**config.mk**
```make
export PLATFORM = sky130hd
export DESIGN_NAME = classical_letter_cipher
export DESIGN_NICKNAME = d
export VERILOG_FILES = /design/src/clc_pkg.sv /design/src/classical_letter_cipher.sv /design/src/clc_front.sv /design/src/clc_queue.sv /design/src/clc_back.sv
export SDC_FILE = /design/constraint.sdc
export NUM_CORES = 1
export LEC_CHECK = 0
export BUFFER_PORTS_ARGS = -buffer_cell sky130_fd_sc_hd__buf_2
export CAP_MARGIN = 20
export CORE_UTILIZATION = 40
export CTS_CLUSTER_SIZE = 14
export DETAILED_ROUTE_END_ITERATION = 8
export MAX_ROUTING_LAYER = met4
export PLACE_DENSITY = 0.67
export SYNTH_ARGS = -nofsm -noshare
export SYNTH_HDL_FRONTEND = slang
export SYNTH_SLANG_ARGS = --single-unit
```
**constraint.sdc**
```tcl
create_clock -name i_clk -period 28.9 [get_ports i_clk]
set_input_delay 4.335 -clock i_clk [delete_from_list [all_inputs] [get_ports i_clk]]
set_output_delay 4.335 -clock i_clk [all_outputs]
set_load 0.01 [all_outputs]
```
**src/clc_pkg.sv**
```systemverilog
// Shared types, constants and register codes for the letter cipher.
package clc_pkg;

    // Field and register widths
    localparam int BYTE_W    = 8;
    localparam int LET_W     = 5;
    localparam int LEN_W     = 4;
    localparam int MODE_W    = 3;
    localparam int IDX_W     = 3;
    localparam int CFG_DW    = 60;
    localparam int SUM_W     = 10;
    localparam int KEY_MAX_D = 12;

    // Letter range bounds
    localparam logic [BYTE_W-1:0] CH_UP_A = 8'h41;
    localparam logic [BYTE_W-1:0] CH_UP_Z = 8'h5A;
    localparam logic [BYTE_W-1:0] CH_LO_A = 8'h61;
    localparam logic [BYTE_W-1:0] CH_LO_Z = 8'h7A;
    localparam logic [SUM_W-1:0]  ALPHA_N = 10'd26;

    // Queue between front and back
    localparam int Q_DEPTH = 2;
    localparam int QP_W    = 1;
    localparam int QC_W    = 2;

    typedef enum logic [MODE_W-1:0] {
        MODE_VIG  = 3'd0,
        MODE_BEAU = 3'd1,
        MODE_AUTO = 3'd2,
        MODE_ATB  = 3'd3,
        MODE_AUG  = 3'd4,
        MODE_AFF  = 3'd5
    } t_mode;

    typedef enum logic [IDX_W-1:0] {
        REG_MODE  = 3'd0,
        REG_LEN   = 3'd1,
        REG_SHIFT = 3'd2,
        REG_AMUL  = 3'd3,
        REG_AADD  = 3'd4
    } t_reg;

    typedef struct packed {
        t_mode              mode;
        logic [LEN_W-1:0]   key_len;
        logic [LET_W-1:0]   amul;
        logic [LET_W-1:0]   aadd;
    } t_cfg;

    // One classified word: raw byte, letter flags, pre-reduction value
    typedef struct packed {
        logic               letter;
        logic               lower;
        logic [SUM_W-1:0]   sum;
        logic [BYTE_W-1:0]  raw;
    } t_job;

    typedef struct packed {
        logic               full;
        logic               avail;
        logic [QC_W-1:0]    count;
    } t_qstat;

endpackage

```
**src/classical_letter_cipher.sv**
```systemverilog
// Top level of the letter cipher: config registers, front, queue and back end.
//
//  channel  | handshake                    | payload
//  ---------+------------------------------+-----------------------------------
//  input    | i_in_valid / o_in_ready      | i_in_byte, i_start_of_message
//  output   | o_out_valid / i_out_ready    | o_out_byte
//  config   | i_cfg_we                     | i_cfg_idx, i_cfg_data
//
//  One word per cycle sustained while the output is taken; an accepted word
//  goes into the queue, then into the output register. The front key-position
//  loop closes combinationally. A two-word queue parts front and back, so input
//  keeps flowing while a result waits. Reset (synchronous, active low) empties the
//  queue and output register and restores the register defaults; no clearing pass.
module classical_letter_cipher #(
    parameter int KEY_MAX = clc_pkg::KEY_MAX_D
) (
    input  logic                        i_clk,
    input  logic                        i_rst_n,
    input  logic                        i_in_valid,
    output logic                        o_in_ready,
    input  logic [clc_pkg::BYTE_W-1:0]  i_in_byte,
    input  logic                        i_start_of_message,
    output logic                        o_out_valid,
    input  logic                        i_out_ready,
    output logic [clc_pkg::BYTE_W-1:0]  o_out_byte,
    input  logic                        i_cfg_we,
    input  logic [clc_pkg::IDX_W-1:0]   i_cfg_idx,
    input  logic [clc_pkg::CFG_DW-1:0]  i_cfg_data
);
    import clc_pkg::*;

    localparam int KS_W = LET_W * KEY_MAX;

    t_cfg              r_cfg;
    logic [KS_W-1:0]   r_key_shifts;
    t_job              front_job, head_job;
    t_qstat            q_stat;
    logic              push, pop;

    // Hold configuration registers
    always_ff @(posedge i_clk) begin
        if (!i_rst_n) begin
            r_cfg.mode    <= MODE_VIG;
            r_cfg.key_len <= LEN_W'(1);
            r_cfg.amul    <= LET_W'(1);
            r_cfg.aadd    <= '0;
            r_key_shifts  <= '0;
        end else if (i_cfg_we) begin
            unique case (t_reg'(i_cfg_idx))
                REG_MODE:  r_cfg.mode    <= t_mode'(i_cfg_data[MODE_W-1:0]);
                REG_LEN:   r_cfg.key_len <= i_cfg_data[LEN_W-1:0];
                REG_SHIFT: r_key_shifts  <= i_cfg_data[KS_W-1:0];
                REG_AMUL:  r_cfg.amul    <= i_cfg_data[LET_W-1:0];
                REG_AADD:  r_cfg.aadd    <= i_cfg_data[LET_W-1:0];
                default:   r_cfg         <= r_cfg;
            endcase
        end
    end

    assign o_in_ready = !q_stat.full;
    assign push       = i_in_valid && o_in_ready;

    clc_front #(.KEY_MAX(KEY_MAX)) u_front (
        .i_clk        (i_clk),
        .i_rst_n      (i_rst_n),
        .i_push       (push),
        .i_byte       (i_in_byte),
        .i_som        (i_start_of_message),
        .i_cfg        (r_cfg),
        .i_key_shifts (r_key_shifts),
        .o_job        (front_job)
    );

    clc_queue u_queue (
        .i_clk   (i_clk),
        .i_rst_n (i_rst_n),
        .i_push  (push),
        .i_job   (front_job),
        .i_pop   (pop),
        .o_head  (head_job),
        .o_stat  (q_stat)
    );

    clc_back u_back (
        .i_clk   (i_clk),
        .i_rst_n (i_rst_n),
        .i_job   (head_job),
        .i_avail (q_stat.avail),
        .o_pop   (pop),
        .o_valid (o_out_valid),
        .i_ready (i_out_ready),
        .o_byte  (o_out_byte)
    );

    // An accepted word reaches the output from an idle pipe
    a_turnaround: assert property (@(posedge i_clk) disable iff (!i_rst_n)
        (push && !q_stat.avail && !o_out_valid) |-> ##2 o_out_valid)
        else $error("accepted word did not reach the output in two cycles");

    // Non-letters pass through unchanged
    a_passthru: assert property (@(posedge i_clk) disable iff (!i_rst_n)
        (push && !q_stat.avail && !o_out_valid && !front_job.letter)
        |-> ##2 (o_out_byte == $past(i_in_byte, 2)))
        else $error("non-letter byte was altered");

    // Upper case stays upper case
    a_case: assert property (@(posedge i_clk) disable iff (!i_rst_n)
        (push && !q_stat.avail && !o_out_valid && front_job.letter
         && !front_job.lower)
        |-> ##2 ((o_out_byte >= CH_UP_A) && (o_out_byte <= CH_UP_Z)))
        else $error("upper-case letter left its case");

endmodule

```
**src/clc_front.sv**
```systemverilog
// Front end: classify each byte, track key position and autokey history.
module clc_front #(
    parameter int KEY_MAX = clc_pkg::KEY_MAX_D
) (
    input  logic                        i_clk,
    input  logic                        i_rst_n,
    input  logic                        i_push,
    input  logic [clc_pkg::BYTE_W-1:0]  i_byte,
    input  logic                        i_som,
    input  clc_pkg::t_cfg               i_cfg,
    input  logic [5*KEY_MAX-1:0]        i_key_shifts,
    output clc_pkg::t_job               o_job
);
    import clc_pkg::*;

    localparam int KW = (KEY_MAX > 1) ? $clog2(KEY_MAX) : 1;
    localparam logic [LEN_W-1:0] KEY_MAX_L = LEN_W'(KEY_MAX);

    logic [KW-1:0]     r_key_pos, n_key_pos;
    logic              r_key_exh, n_key_exh;
    logic [LET_W-1:0]  r_hist [KEY_MAX];

    logic              is_up, is_lo, letter;
    logic [LET_W-1:0]  p, k, s;
    logic [KW-1:0]     pos_cur, pos;
    logic              exh_cur;
    logic [LEN_W-1:0]  eff_len;
    logic [SUM_W-1:0]  sum;

    // Classify the byte
    assign is_up  = (i_byte >= CH_UP_A) && (i_byte <= CH_UP_Z);
    assign is_lo  = (i_byte >= CH_LO_A) && (i_byte <= CH_LO_Z);
    assign letter = is_up || is_lo;
    assign p      = LET_W'(i_byte - (is_lo ? CH_LO_A : CH_UP_A));

    // Clamp key length into 1..KEY_MAX
    always_comb begin
        priority if (i_cfg.key_len == '0) begin
            eff_len = LEN_W'(1);
        end else if (i_cfg.key_len > KEY_MAX_L) begin
            eff_len = KEY_MAX_L;
        end else begin
            eff_len = i_cfg.key_len;
        end
    end

    // Start of message clears position and history use
    assign pos_cur = i_som ? '0 : r_key_pos;
    assign exh_cur = i_som ? 1'b0 : r_key_exh;
    assign pos     = (LEN_W'(pos_cur) >= eff_len) ? '0 : pos_cur;
    assign k       = i_key_shifts[int'(pos)*LET_W +: LET_W];
    assign s       = exh_cur ? r_hist[pos] : k;

    // Form the value that the back end reduces mod 26
    always_comb begin
        unique case (i_cfg.mode)
            MODE_VIG:  sum = SUM_W'(p) + SUM_W'(k);
            MODE_BEAU: sum = ALPHA_N + SUM_W'(k) - SUM_W'(p);
            MODE_AUTO: sum = SUM_W'(p) + SUM_W'(s);
            MODE_ATB:  sum = SUM_W'(25) - SUM_W'(p);
            MODE_AUG:  sum = (SUM_W'(p) << 1) + SUM_W'(1);
            MODE_AFF:  sum = SUM_W'(i_cfg.amul) * SUM_W'(p) + SUM_W'(i_cfg.aadd);
            default:   sum = SUM_W'(p);
        endcase
    end

    assign o_job = '{letter: letter, lower: is_lo, sum: sum, raw: i_byte};

    // Advance the key position on letters
    always_comb begin
        n_key_pos = pos_cur;
        n_key_exh = exh_cur;
        if (letter) begin
            if (LEN_W'(pos) + LEN_W'(1) >= eff_len) begin
                n_key_pos = '0;
                n_key_exh = 1'b1;
            end else begin
                n_key_pos = pos + KW'(1);
            end
        end
    end

    always_ff @(posedge i_clk) begin
        if (!i_rst_n) begin
            r_key_pos <= '0;
            r_key_exh <= 1'b0;
        end else if (i_push) begin
            r_key_pos <= n_key_pos;
            r_key_exh <= n_key_exh;
        end
    end

    // Record plaintext letters at their key position
    always_ff @(posedge i_clk) begin
        if (i_push && letter) begin
            r_hist[pos] <= p;
        end
    end

endmodule

```
**src/clc_queue.sv**
```systemverilog
// Two-entry queue of classified words between front and back end.
module clc_queue (
    input  logic            i_clk,
    input  logic            i_rst_n,
    input  logic            i_push,
    input  clc_pkg::t_job   i_job,
    input  logic            i_pop,
    output clc_pkg::t_job   o_head,
    output clc_pkg::t_qstat o_stat
);
    import clc_pkg::*;

    t_job             r_mem [Q_DEPTH];
    logic [QP_W-1:0]  r_wp, r_rp;
    logic [QC_W-1:0]  r_cnt;

    assign o_head       = r_mem[r_rp];
    assign o_stat.full  = (r_cnt == QC_W'(Q_DEPTH));
    assign o_stat.avail = (r_cnt != '0);
    assign o_stat.count = r_cnt;

    // Store the incoming word
    always_ff @(posedge i_clk) begin
        if (i_push) begin
            r_mem[r_wp] <= i_job;
        end
    end

    // Advance pointers and count
    always_ff @(posedge i_clk) begin
        if (!i_rst_n) begin
            r_wp  <= '0;
            r_rp  <= '0;
            r_cnt <= '0;
        end else begin
            if (i_push) r_wp <= r_wp + QP_W'(1);
            if (i_pop)  r_rp <= r_rp + QP_W'(1);
            unique case ({i_push, i_pop})
                2'b10:   r_cnt <= r_cnt + QC_W'(1);
                2'b01:   r_cnt <= r_cnt - QC_W'(1);
                default: r_cnt <= r_cnt;
            endcase
        end
    end

endmodule

```
**src/clc_back.sv**
```systemverilog
// Back end: reduce mod 26, restore case, hold the result word.
module clc_back (
    input  logic                        i_clk,
    input  logic                        i_rst_n,
    input  clc_pkg::t_job               i_job,
    input  logic                        i_avail,
    output logic                        o_pop,
    output logic                        o_valid,
    input  logic                        i_ready,
    output logic [clc_pkg::BYTE_W-1:0]  o_byte
);
    import clc_pkg::*;

    logic                 r_valid;
    logic [BYTE_W-1:0]    r_byte, n_byte;
    logic [18:0]          prod;
    logic [5:0]           q;
    logic [SUM_W-1:0]     q26, rem0;
    logic [LET_W-1:0]     c;

    // Estimate the quotient from below with 315/8192, then correct once
    assign prod = 19'(i_job.sum) * 19'd315;
    assign q    = prod[18:13];
    assign q26  = (SUM_W'(q) << 4) + (SUM_W'(q) << 3) + (SUM_W'(q) << 1);
    assign rem0 = i_job.sum - q26;
    assign c    = (rem0 >= ALPHA_N) ? LET_W'(rem0 - ALPHA_N) : LET_W'(rem0);

    assign n_byte = i_job.letter ?
                    ((i_job.lower ? CH_LO_A : CH_UP_A) + BYTE_W'(c)) : i_job.raw;

    assign o_pop   = i_avail && (!r_valid || i_ready);
    assign o_valid = r_valid;
    assign o_byte  = r_byte;

    // Load on pop, drop once taken
    always_ff @(posedge i_clk) begin
        if (!i_rst_n) begin
            r_valid <= 1'b0;
        end else if (o_pop) begin
            r_valid <= 1'b1;
        end else if (i_ready) begin
            r_valid <= 1'b0;
        end
    end

    always_ff @(posedge i_clk) begin
        if (o_pop) begin
            r_byte <= n_byte;
        end
    end

endmodule
```
==> impl_metrics.yaml, run 1 <==
run_status:
  status: "complete, no violations"
layout:
  fin_cells: 1813
  multi_input_area_mm2: 0.00701
  antenna_cells: 0
  drive_above_1_share: 0.109
  nets: 1636
  register_area_mm2: 0.00500
  postLayoutCellArea_mm2: 0.0142
  nFillCells: 2903
  area_growth_pct: 11.7
clock_tree:
  postCtsResizedCells: 0
  clk_latency_ns: 0.44
  post_cts_buffers: 0
  cts_sinks: 196
  numCtsBuffers: 17
  cts_tree: "yes"
  cts_root_buffer: "clkbuf_16"
  hold_buffers: 0
  path_clk_slew_ns: 0.08
  cts_buffer_depth: 2
  htreeDepth: 4
drt:
  ant_nets: 0
  drtPass1Iterations: 5
  wirelength_um: 28400
  via_count: 9491
  wl_per_cell_um: 15.6
  drc: 0
  drt_iter0_markers: 668
  via_per_inst: 5.23
grt:
  grt_overflow: 0
  grtUsageMet1: 0.253
  grt_usage: 0.184
  grt.busiest_layer: "met2"
  grt_util_met2: 0.282
  grt_pass1_wl_um: 46700
  grt_start_max_net_pins: 89
  antenna_found_initial: 0
  grt_use_met3: 0.0275
  grt_pass1_vias: 9149
synth:
  syn_nets: 1570
  synth_xor_area_frac: 0.0288
  ys.flop_type: "edfxtp_1"
  ys_seq_area_frac: 0.393
  ys_async_sr_fraction: 0
  synth_warnings: 0
  synth.area.top_cells: "edfxtp_1 25%, dfxtp_1 14%, ha_1 10%"
  syn_avg_cell_area_um2: 9.52
  synth_top_family_by_area: "adder cells"
  synthCells: 1338
  synth_top_area_share: 0.255
  synthMuxAreaShare: 0.0378
  synth-simple-area-share: 0.172
  synth_edf_count: 108
  yosysTopAreaCell: "edfxtp_1"
  synth-adder-area-share: 0.182
  synth_compound_area_frac: 0.128
  syn_area_mm2: 0.0127
  ys_ff_latch: 196
  ys_types: 77
timing:
  relSlewSlack: 0.313
  worst_pin_slew_ns: 1.02
  setup_violations: 0
  slew_viol_final: 0
  fmax_mhz: 97.3
  finalHoldViolCount: 0
  final.setup.tns_ns: 0
  min_period_over_period: 0.356
  skew_ns: 0.0152
  grt_setup_unrepaired: "false"
  layout_min_cycle_time_ns: 10.28
floorplan:
  design.die.area_mm2: 0.0326
  io_pins: 87
  initial_core_util: 0.411
  rows: 64
  core_area_mm2: 0.0310
  die_y_um: 180
  die_w_um: 180
worst_hold_path:
  hold_start: "r_key_shifts[23]"
  hold_class: "flip-flop to flip-flop"
placement:
  dp_hpwl_um: 20900
  io_buffers: 86
  place_inst: 1780
  place_area_mm2: 0.0136
  routabilityCongestion: 0.871
worst_setup_path:
  end_kind: "flip-flop"
  r2r_slack_ns: 18.62
  reg2reg_depth: 39
  cp_common_cell: "inv_1"
  crit_fanout: 23
  start_kind: "flip-flop"
  endpoint: "u_back.o_byte[4]"
  cp_data_arrival_time_ns: 10.47
  slowest_delay_ns: 0.62
  critical_path_required_ns: 29.08
  critical_path_class: "flip-flop to flip-flop"
  cpMaxStageDelayCell: "mux2i_1"
  r2r_end: "u_back.o_byte[4]"
job:
  drv_cap: 0
==> layer usage <==
metal | part of all wire | up-vias
met3 | 0.048 | 32
met4 | 0.015 | 0
met1 | 0.49 | 4495
met2 | 0.45 | 262
met5 | 0 | -
li1 | - | 4702
==> cell type report <==
type	instances	share of cell area
Clock buffer	17	0.0299
Multi-Input combinational cell	945	0.493
Clock inverter	15	0.0145
Inverter	145	0.0383
Timing Repair Buffer	99	0.0380
Sequential cell	196	0.352
Tap cell	396	0.0348
==> sequential cells by signal (all words and copies together) (netlist names), named ones only <==
name / count
u_back.o_byte: 8
u_queue.r_wp: 1
r_cfg: 17
u_front.r_key_exh: 1
u_queue.r_cnt: 2
u_front.r_hist: 60
u_queue.r_rp: 1
u_front.r_key_pos: 4
r_key_shifts: 60
u_back.o_valid: 1
u_queue.r_mem: 40
==> worst min-delay path by stage <==
stage / cells after the start / slack [ns] / endpoint
6_report: 2 / 0.47 / r_key_shifts[23]
5_1_grt: 2 / 0.49 / u_front.r_key_pos[1]
4_1_cts: 2 / 0.47 / r_key_shifts[13]
3_5_place_dp: 2 / 0.46 / r_key_shifts[13]
3_3_place_gp: 2 / 0.45 / r_key_shifts[28]
2_1_floorplan: 2 / 0.44 / r_key_shifts[23]
==> per-stage QoR <==
stage               setup slack [ns]  hold slack [ns]  utilization
floorplan                      18.87            0.443            -
global placement               18.74            0.454        0.438
detailed placement             18.59            0.458        0.438
CTS                            18.57            0.469        0.458
global route                   18.02            0.491        0.459
finish                         18.62            0.469        0.459
==> critical path, delay by kind of cell (launching register included) <==
family,cells,cell delay [ns]
fa+ha+maj,9,3.66
compound gates,10,2.11
xor+xnor,3,0.53
buf+inv,7,0.89
mux,3,1.15
flops,1,0.31
simple gates,7,1.33
==> kinds of logic (layout without fill, tap and decap cells) <==
logic type               count (synthesis)  in the layout
flip-flops                             196            196
AO/OA/AOI/OAI                          233            233
multiplexers                            46             46
adder cells (fa/ha/maj)                155            155
buffers and inverters                  197            276
AND/OR/NAND/NOR                        470            470
XOR/XNOR                                41             41
==> cell usage in the layout, fill, tap and decap left out, types with 8 or more instances in the layout <==
master and n:
nand2_1 248, inv_1 142, edfxtp_1 108, ha_1 104, dfxtp_1 88, buf_2 86
a21boi_0 62, a21oi_1 53, fa_1 51, nor2_1 41, mux2i_1 40, nand3_1 40
nor2b_1 36, and2_1 29, xnor2_1 24, o21ai_0 22, nor3_1 18, clkbuf_16 17
xor2_1 16, a21o_1 14, and3_1 13, a211oi_1 12, buf_4 12, o22ai_1 9
nand2b_1 8
==> synth_stat cells (all sizes together) (3+ instances only) <==
master	number
nor3b	4
o22ai	9
a311oi	4
nand2b	8
and2	30
nor2	42
mux2i	42
inv	143
nor4	5
dfxtp	88
buf	6
a21oi	54
a21boi	62
nand3	40
nor3	18
a21o	14
nor2b	36
o21ai	22
clkbuf	46
a211oi	14
a211o	3
fa	51
nand4	5
edfxtp	108
nand2	248
o21bai	8
xnor2	25
o221ai	6
mux2	4
a31oi	7
ha	104
o211ai	6
a22oi	5
or3	7
and3	13
xor2	16
Power of run 1 is left out: the tool's default activity adds up to more than one toggle a clock period on the data nets, which glitch-free logic cannot reach.
==> inputs of run 2 (changes only) <==
ABC_AREA = 1   (was default)
PLACE_DENSITY = 0.69   (was 0.67)
clock period = 8.25 ns   (was 28.9 ns; I/O delays follow)
==> run 2 against run 1 <==
- hold slack got worse by 0.011 ns
- maximum frequency increased by 32%
- highest routed layer unchanged
- final cell count increased by 7.8%
- non-clock buffer count increased by 17
- design area decreased by 0.51%
- critical path depth increased by 3
- largest cell class unchanged
- area after synthesis decreased by 2.6%
- via count increased by 5.9%
- global-route usage increased by 1.3 points
==> impl_metrics.yaml, run 2 <==
synth:
  synth_edf_count: 108
  yosysTopAreaCell: "edfxtp_1"
  syn_nets: 1688
  ys_types: 52
  syn_avg_cell_area_um2: 8.52
  synthCells: 1456
  ys_ff_latch: 196
  syn_area_mm2: 0.0124
  synth_top_area_share: 0.261
  ys.flop_type: "edfxtp_1"
  ys_async_sr_fraction: 0
  yosysMostFrequentCell: "nor2_1"
  ys_seq_area_frac: 0.403
  synth_warnings: 0
  netlist_top_cells_count: "256 x nor2_1, 215 x inv_1, 195 x nand2_1"
  synth.area.top_cells: "edfxtp_1 26%, dfxtp_1 14%, ha_1 10%"
grt:
  grt_util_met2: 0.329
  grt_pass1_wl_um: 47700
  grt_start_max_net_pins: 86
  grt.busiest_layer: "met2"
  grt_pass1_vias: 9918
  antenna_found_initial: 0
  grt_overflow: 0
  grt_use_met3: 0.0324
  grt_usage: 0.196
  grtUsageMet1: 0.242
run_status:
  status: "complete, no violations"
timing:
  layout_min_cycle_time_ns: 7.81
  min_period_over_period: 0.947
  worst_pin_slew_ns: 1.09
  skew_ns: 0.0122
  setup_violations: 0
  relSlewSlack: 0.274
  setup_slack_ns: 0.440
  slew_viol_final: 0
  fmax_mhz: 128
  finalHoldViolCount: 0
  final.setup.tns_ns: 0
layout:
  nFillCells: 2907
  register_area_mm2: 0.00501
  fin_cells: 1955
  mostFrequentLayoutCell: "nor2_1"
  nets: 1778
  top_regs: "r_key_shifts x60, u_front.r_hist x60, u_queue.r_mem x40"
  postLayoutCellArea_mm2: 0.0142
  mostFrequentLayoutCells: "255 x nor2_1, 207 x inv_1, 195 x nand2_1"
  area_growth_pct: 14.1
  antenna_cells: 0
  multi_input_area_mm2: 0.00653
  drive_above_1_share: 0.139
worst_setup_path:
  end_kind: "flip-flop"
  r2r_end: "u_back.o_byte[4]"
  cpMaxStageDelayCell: "fa_1"
  start_kind: "flip-flop"
  r2r_slack_ns: 0.44
  critical_path_class: "flip-flop to flip-flop"
  reg2reg_depth: 42
  endpoint: "u_back.o_byte[4]"
  cp_data_arrival_time_ns: 8.01
  crit_fanout: 10
  cp_common_cell: "nand2_1"
  critical_path_required_ns: 8.45
  slowest_delay_ns: 0.56
clock_tree:
  numCtsBuffers: 17
  clk_latency_ns: 0.45
  cts_buffer_depth: 2
  cts_tree: "yes"
  cts_root_buffer: "clkbuf_16"
  htreeDepth: 4
  cts_sinks: 196
  path_clk_slew_ns: 0.07
floorplan:
  die_y_um: 178
  io_pins: 87
  design.die.area_mm2: 0.0317
  rows: 64
  initial_core_util: 0.406
  die_w_um: 178
  core_area_mm2: 0.0306
placement:
  place_area_mm2: 0.0133
  dp_hpwl_um: 20600
  routabilityCongestion: 0.889
  io_buffers: 86
  pre_cts_ws_ns: 0.119
  place_inst: 1914
drt:
  ant_nets: 0
  wl_per_cell_um: 14.8
  via_count: 10100
  drt_iter0_markers: 637
  via_per_inst: 5.14
  drc: 0
  wirelength_um: 29000
  drtPass1Iterations: 8
worst_hold_path:
  hold_class: "flip-flop to flip-flop"
  hold_start: "u_queue.r_rp"
job:
  drv_cap: 0
-- run 2: changes by cell type after synthesis, sizes merged, moves of 28 or more --
| cell | previous run | this run |
|---|---|---|
| inv | 143 | 218 |
| o21ai | 22 | 147 |
| mux2i | 42 | 0 |
| nor2 | 42 | 262 |
| a21boi | 62 | 1 |
| and2 | 30 | 2 |
| nor2b | 36 | 0 |
| nand2 | 248 | 200 |
-- run 2: worst min path at each step --
stage,end,slack (ns),cells after the start
2_1_floorplan,flip-flop,0.43,1
3_3_place_gp,u_queue.r_rp,0.44,1
3_5_place_dp,u_queue.r_rp,0.45,1
4_1_cts,u_queue.r_rp,0.46,1
6_report,u_queue.r_rp,0.46,1
5_1_grt,u_queue.r_rp,0.49,1
-- run 2: cells by family after synthesis --
logic type      count (synthesis)  synth area share
buf+inv                       264            0.0810
flops                         196             0.403
xor+xnor                       23            0.0168
fa+ha+maj                     155             0.187
simple gates                  538             0.180
compound gates                280             0.132
-- run 2: metrics by stage --
stage / hold slack [ns] / utilization
global placement: 0.437 / 0.435
global route: 0.494 / 0.463
finish: 0.458 / 0.463
detailed placement: 0.447 / 0.435
floorplan: 0.426 / -
CTS: 0.457 / 0.455
-- run 2: area by class of cell --
type	count	share of cell area
Timing Repair Buffer	116	0.0484
Clock buffer	19	0.0321
Inverter	219	0.0583
Clock inverter	13	0.0111
Tap cell	396	0.0350
Multi-Input combinational cell	996	0.461
Sequential cell	196	0.354
-- run 2: what timing repair did --
item                                    CTS  global route
buffers inserted                          0             8
resized for setup                         0            41
endpoints found under the setup margin    0             7
hold buffers                              0             0
-- run 2: critical path, delay by kind of cell (launching register included) --
family                     cells  cell delay [ns]
and+or+nand+nor               16             1.77
xor gates and xnor gates       3             0.40
buffers and inverters          7             0.48
AOI/OAI and AO/OA              7             1.07
DFF                            1             0.38
adders and majority gates      9             3.46
-- run 2: routing by layer --
| metal | up-vias | routed length (um) |
|---|---|---|
| met3 | 41 | 1450 |
| met4 | 0 | 503 |
| met2 | 292 | 14100 |
| li1 | 4966 | - |
| met1 | 4754 | 12900 |
| met5 | - | 0 |
Power of run 2 is left out for the same reason.
